File: src/design/ssm_pkg.sv
// Package for the sorted-set median block: widths, request and status codes,
// and the link record passed between neighbouring cells.
// No dependencies.
package ssm_pkg;

  localparam int unsigned CapacityDef = 64;
  localparam int unsigned ValueW      = 32;
  localparam int unsigned MedianW     = 33;
  localparam int unsigned TotalW      = 7;

  localparam logic CMD_INSERT = 1'b0;
  localparam logic CMD_MEDIAN = 1'b1;

  localparam logic [1:0] STAT_OK    = 2'd0;
  localparam logic [1:0] STAT_DUP   = 2'd1;
  localparam logic [1:0] STAT_FULL  = 2'd2;
  localparam logic [1:0] STAT_EMPTY = 2'd3;

  typedef struct packed {
    logic signed [ValueW-1:0] val;
    logic                     occ;
    logic                     gt;
  } cell_link_t;

endpackage

File: src/design/ssm_cell.sv
// One cell of the sorted chain: holds a single value and its occupied flag.
// Depends on ssm_pkg.
module ssm_cell
  import ssm_pkg::*;
(
  input  logic                     clk_i,
  input  logic                     rst_ni,
  input  logic                     commit_i,
  input  logic signed [ValueW-1:0] ins_val_i,
  input  cell_link_t               left_i,
  output cell_link_t               right_o,
  output logic                     eq_o,
  output logic signed [ValueW-1:0] val_o
);

  logic signed [ValueW-1:0] val_q, val_d;
  logic                     occ_q, occ_d;
  logic                     gt;

  // empty cells count as greater than any value
  assign gt = !occ_q || (val_q > ins_val_i);

  always_comb begin
    val_d = val_q;
    occ_d = occ_q;
    if (commit_i) begin
      occ_d = occ_q | left_i.occ;
      if (left_i.gt) begin
        val_d = left_i.val;
      end else if (gt) begin
        val_d = ins_val_i;
      end
    end
  end

  always_ff @(posedge clk_i or negedge rst_ni) begin
    if (!rst_ni) begin
      occ_q <= 1'b0;
    end else begin
      occ_q <= occ_d;
    end
  end

  always_ff @(posedge clk_i) begin
    val_q <= val_d;
  end

  assign right_o.val = val_q;
  assign right_o.occ = occ_q;
  assign right_o.gt  = gt;
  assign eq_o        = occ_q && (val_q == ins_val_i);
  assign val_o       = val_q;

endmodule

File: config.mk
export PLATFORM = sky130hd
export DESIGN_NAME = ssm_cell
export DESIGN_NICKNAME = d
export VERILOG_FILES = /design/src/design/ssm_pkg.sv /design/src/design/ssm_cell.sv
export SDC_FILE = /design/constraint.sdc
export NUM_CORES = 1
export LEC_CHECK = 0
export BUFFER_PORTS_ARGS = -buffer_cell sky130_fd_sc_hd__buf_2
export CORE_UTILIZATION = 45
export DETAILED_ROUTE_END_ITERATION = 10
export PLACE_DENSITY = 0.81
export RECOVER_POWER = 25
export SETUP_SLACK_MARGIN = 0.05
export SLEW_MARGIN = 20
export SYNTH_ARGS = -nofsm -noshare
export SYNTH_HDL_FRONTEND = slang
export SYNTH_SLANG_ARGS = --single-unit
export TNS_END_PERCENT = 20
File: constraint.sdc
create_clock -name clk_i -period 4.4 [get_ports clk_i]
set_clock_uncertainty 0.1 [all_clocks]
set_input_delay 0.22 -clock clk_i [delete_from_list [all_inputs] [get_ports clk_i]]
set_output_delay 0.22 -clock clk_i [all_outputs]
set_load 0.005 [all_outputs]
==> results.py <==
metrics = {
    "status": {
        "outcome": "complete, no violations",
    },
    "cts": {
        "htree_levels": 2,
        "clk_path_buf_depth": 2,
        "cts.sinks": 33,
        "clk_latency_ns": 0.28,
        "cts-root-buf": "clkbuf_8",
        "cts_tree": "built",
        "postCtsSetupRepairBufs": 0,
        "clkTransAtPathRegs_ns": 0.07,
        "numCtsBuffers": 5,
    },
    "cells_and_area": {
        "antennaDiodeCount": 0,
        "final_nets": 459,
        "final_area_sq_mm": 0.003023,
        "fin_cells": 429,
        "fin_util_pct": 58.81,
        "area_growth_pct": 24.54,
        "drive_gt1_share_pct": 37.05,
    },
    "worst_setup_path": {
        "crit_arrival_ns": 3.21,
        "crit_family": "compound AO/OA/AOI/OAI gates",
        "slowest_delay_ns": 0.58,
        "cpMaxStageDelayCell": "a41oi_4",
        "rrSetupSlack_ns": 1.06,
        "critPathLaunchType": "register",
        "path_buf_inv": 1,
        "required_ns": 4.27,
        "r2r_end": "val_o[29]$_DFFE_PP_",
        "r2r_cells": 8,
        "worstPathCellList": "ha_1, nand4_1, nor4_2, and4_1, o41a_1, o21ai_0, a41oi_4, buf_4",
        "critical_path_class": "register to register",
        "cp_max_fo": 18,
        "endpoint_kind": "register",
        "regToRegStartpoint": "val_o[31]$_DFFE_PP_",
    },
    "placement": {
        "gp_congestion": 0.7249,
        "dpl_worst_slack_ns": 0.9698,
        "dp_cells": 420,
        "io_buffer_count": 135,
        "dpl-instance-area_sq_mm": 0.002928,
        "place_hpwl_um": 4239,
    },
    "hold_path": {
        "min_path_type": "primary input to register",
        "hold_end": "occ_q$_DFFE_PN0P_",
        "whs_path_depth": 2,
        "hp-start": "left_i[1]",
    },
    "global_route": {
        "grt_usage_pct": 18.50,
        "grt_pass1_vias": 1777,
        "antenna_found_initial": 0,
        "grt_first_pass_wirelength_um": 7838,
        "grt_max_degree": 66,
        "grt.overflow.total": 0,
    },
    "drt": {
        "firstDrtPassIters": 4,
        "via_per_inst": 4.830,
        "num_vias": 2072,
        "wl_per_cell_um": 12.32,
        "ant_nets": 0,
        "drtIter0Drc": 66,
        "drc": 0,
        "wl_um": 5285,
    },
    "timing": {
        "hold_viol": 0,
        "period_minus_slack_ns": 3.344,
        "post-route-period-util_pct": 75.99,
        "max_freq_ghz": 0.2991,
        "slew_violations": 0,
        "tns_ns": 0,
        "setup_slack_ns": 1.056,
        "slew_headroom_pct": 38.54,
        "grt_setup_unrepaired": "no",
        "final-setup-viol-count": 0,
        "hold_ws_ns": 0.05385,
        "worst_pin_slew_ns": 0.9220,
    },
    "synthesis": {
        "synth-xor-area-share_pct": 0,
        "synthSimpleGateAreaFrac_pct": 11.13,
        "ys_top_cells_by_area": "edfxtp_1, ha_1, buf_4",
        "synth_top_area_share_pct": 39.59,
        "synth_largest_area_cell": "edfxtp_1",
        "yosysSeqAreaShare_pct": 40.62,
        "yosysWarnings": 0,
        "synth_fa_ha_area_share_pct": 16.49,
        "synth-seq-cells": 33,
        "muxShareOfSynthArea_pct": 0.4639,
        "synth_area_sq_mm": 0.002427,
        "ys_types": 31,
        "syn_nets": 356,
        "synth_top_family_by_area": "buffers and inverters",
        "synth-compound-area-share_pct": 14.43,
        "syn-mean-instance-area_sq_um": 9.519,
        "netlist_instances": 255,
    },
    "power_and_ir_drop": {
        "peakVddDrop_mv": 0.1490,
        "pwr_density_cell_mw_per_mm2": 297.6,
        "p_leak_nw": 1.526,
        "power.total_mw": 0.8996,
    },
    "floorplan": {
        "start_util_pct": 47.22,
        "dieArea_sq_mm": 0.005692,
        "fp.dieH_um": 75.45,
        "row_count": 26,
        "io_pins": 136,
        "dieWidth_um": 75.45,
        "core_area_sq_mm": 0.005140,
    },
    "run": {
        "drv_cap": 0,
    },
}
## cell families after synthesis
| group | Yosys count |
|---|---|
| fa+ha+maj | 32 |
| simple gates | 55 |
| buf+inv | 75 |
| compound gates | 59 |
| flops | 33 |
| mux | 1 |
## registers in the layout, indices dropped and copies added, names as in the netlist
register,cells
val_o,32
occ_q,1
## routing by layer
metal | GRT usage, % | routed length, um
met5 | 0 | 0
met4 | 4.527 | 52
met3 | 4.630 | 334
met2 | 32.74 | 2612
met1 | 22.66 | 2285
## how the worst max path moves through the flow
stage                             start             endpoint  slack [ns]  cells past startpoint
floorplan            val_o[5]$_DFFE_PP_   val_o[0]$_DFFE_PP_        1.09                      7
global placement    val_o[31]$_DFFE_PP_   val_o[5]$_DFFE_PP_        1.06                      8
detailed placement  val_o[31]$_DFFE_PP_  val_o[28]$_DFFE_PP_        0.97                      8
CTS                 val_o[31]$_DFFE_PP_  val_o[28]$_DFFE_PP_        0.97                      8
global route        val_o[31]$_DFFE_PP_  val_o[29]$_DFFE_PP_        0.79                      8
finish              val_o[31]$_DFFE_PP_  val_o[29]$_DFFE_PP_        1.06                      8
## power breakdown
part           internal [mW]  leakage (nW)  switching (mW)  total (mW)
Sequential             0.383         0.319          0.0211       0.404
Clock                  0.167        0.0528           0.111       0.278
Combinational          0.104          1.15           0.114       0.217
## timing repair
item,CTS,global route
endpoints found under the hold margin,1,0
endpoints found under the setup margin,0,0
hold buffers,1,0
resized for setup,0,0
## cell usage in the layout, fill, tap and decap left out, drive strengths merged, types with 2 or more instances in the layout
cell and count:
o21ai 35, a21oi 10, inv 34, edfxtp 32, and4 2, buf 119
o211ai 2, nor2 2, nand2 37, a211oi 2, a21o 4, ha 32
clkbuf 23, nand3 3, nand4 6
## cell type report
cell class	instances	area (sq um)
fillers	470	2117
multi-input cells	147	1044
flip-flops and latches	33	985.9
repair buffers	137	671.9
inverters	34	127.6
well taps	70	87.58
clock buffers	6	72.57
clock inverters	2	33.78
## cell usage after synthesis
cell type	number
buf_4	34
nor2_1	2
nand4_1	5
a41oi_2	1
a221oi_1	1
a21oi_1	10
a221o_1	1
nor4_2	1
a211oi_1	2
a21o_1	4
nor3_1	1
nand4_2	1
mux2_2	1
o21ai_0	35
nand2_1	37
o41a_1	1
a21boi_1	1
nand3_1	2
inv_1	34
edfxtp_1	32
o211ai_1	1
and2_2	1
ha_1	32
or3_4	1
and4_1	2
clkbuf_1	7
o211ai_2	1
a31oi_1	1
dfrtp_1	1
nor2b_1	1
nand3_2	1
No activity file was read; power rests on OpenSTA's default activity.
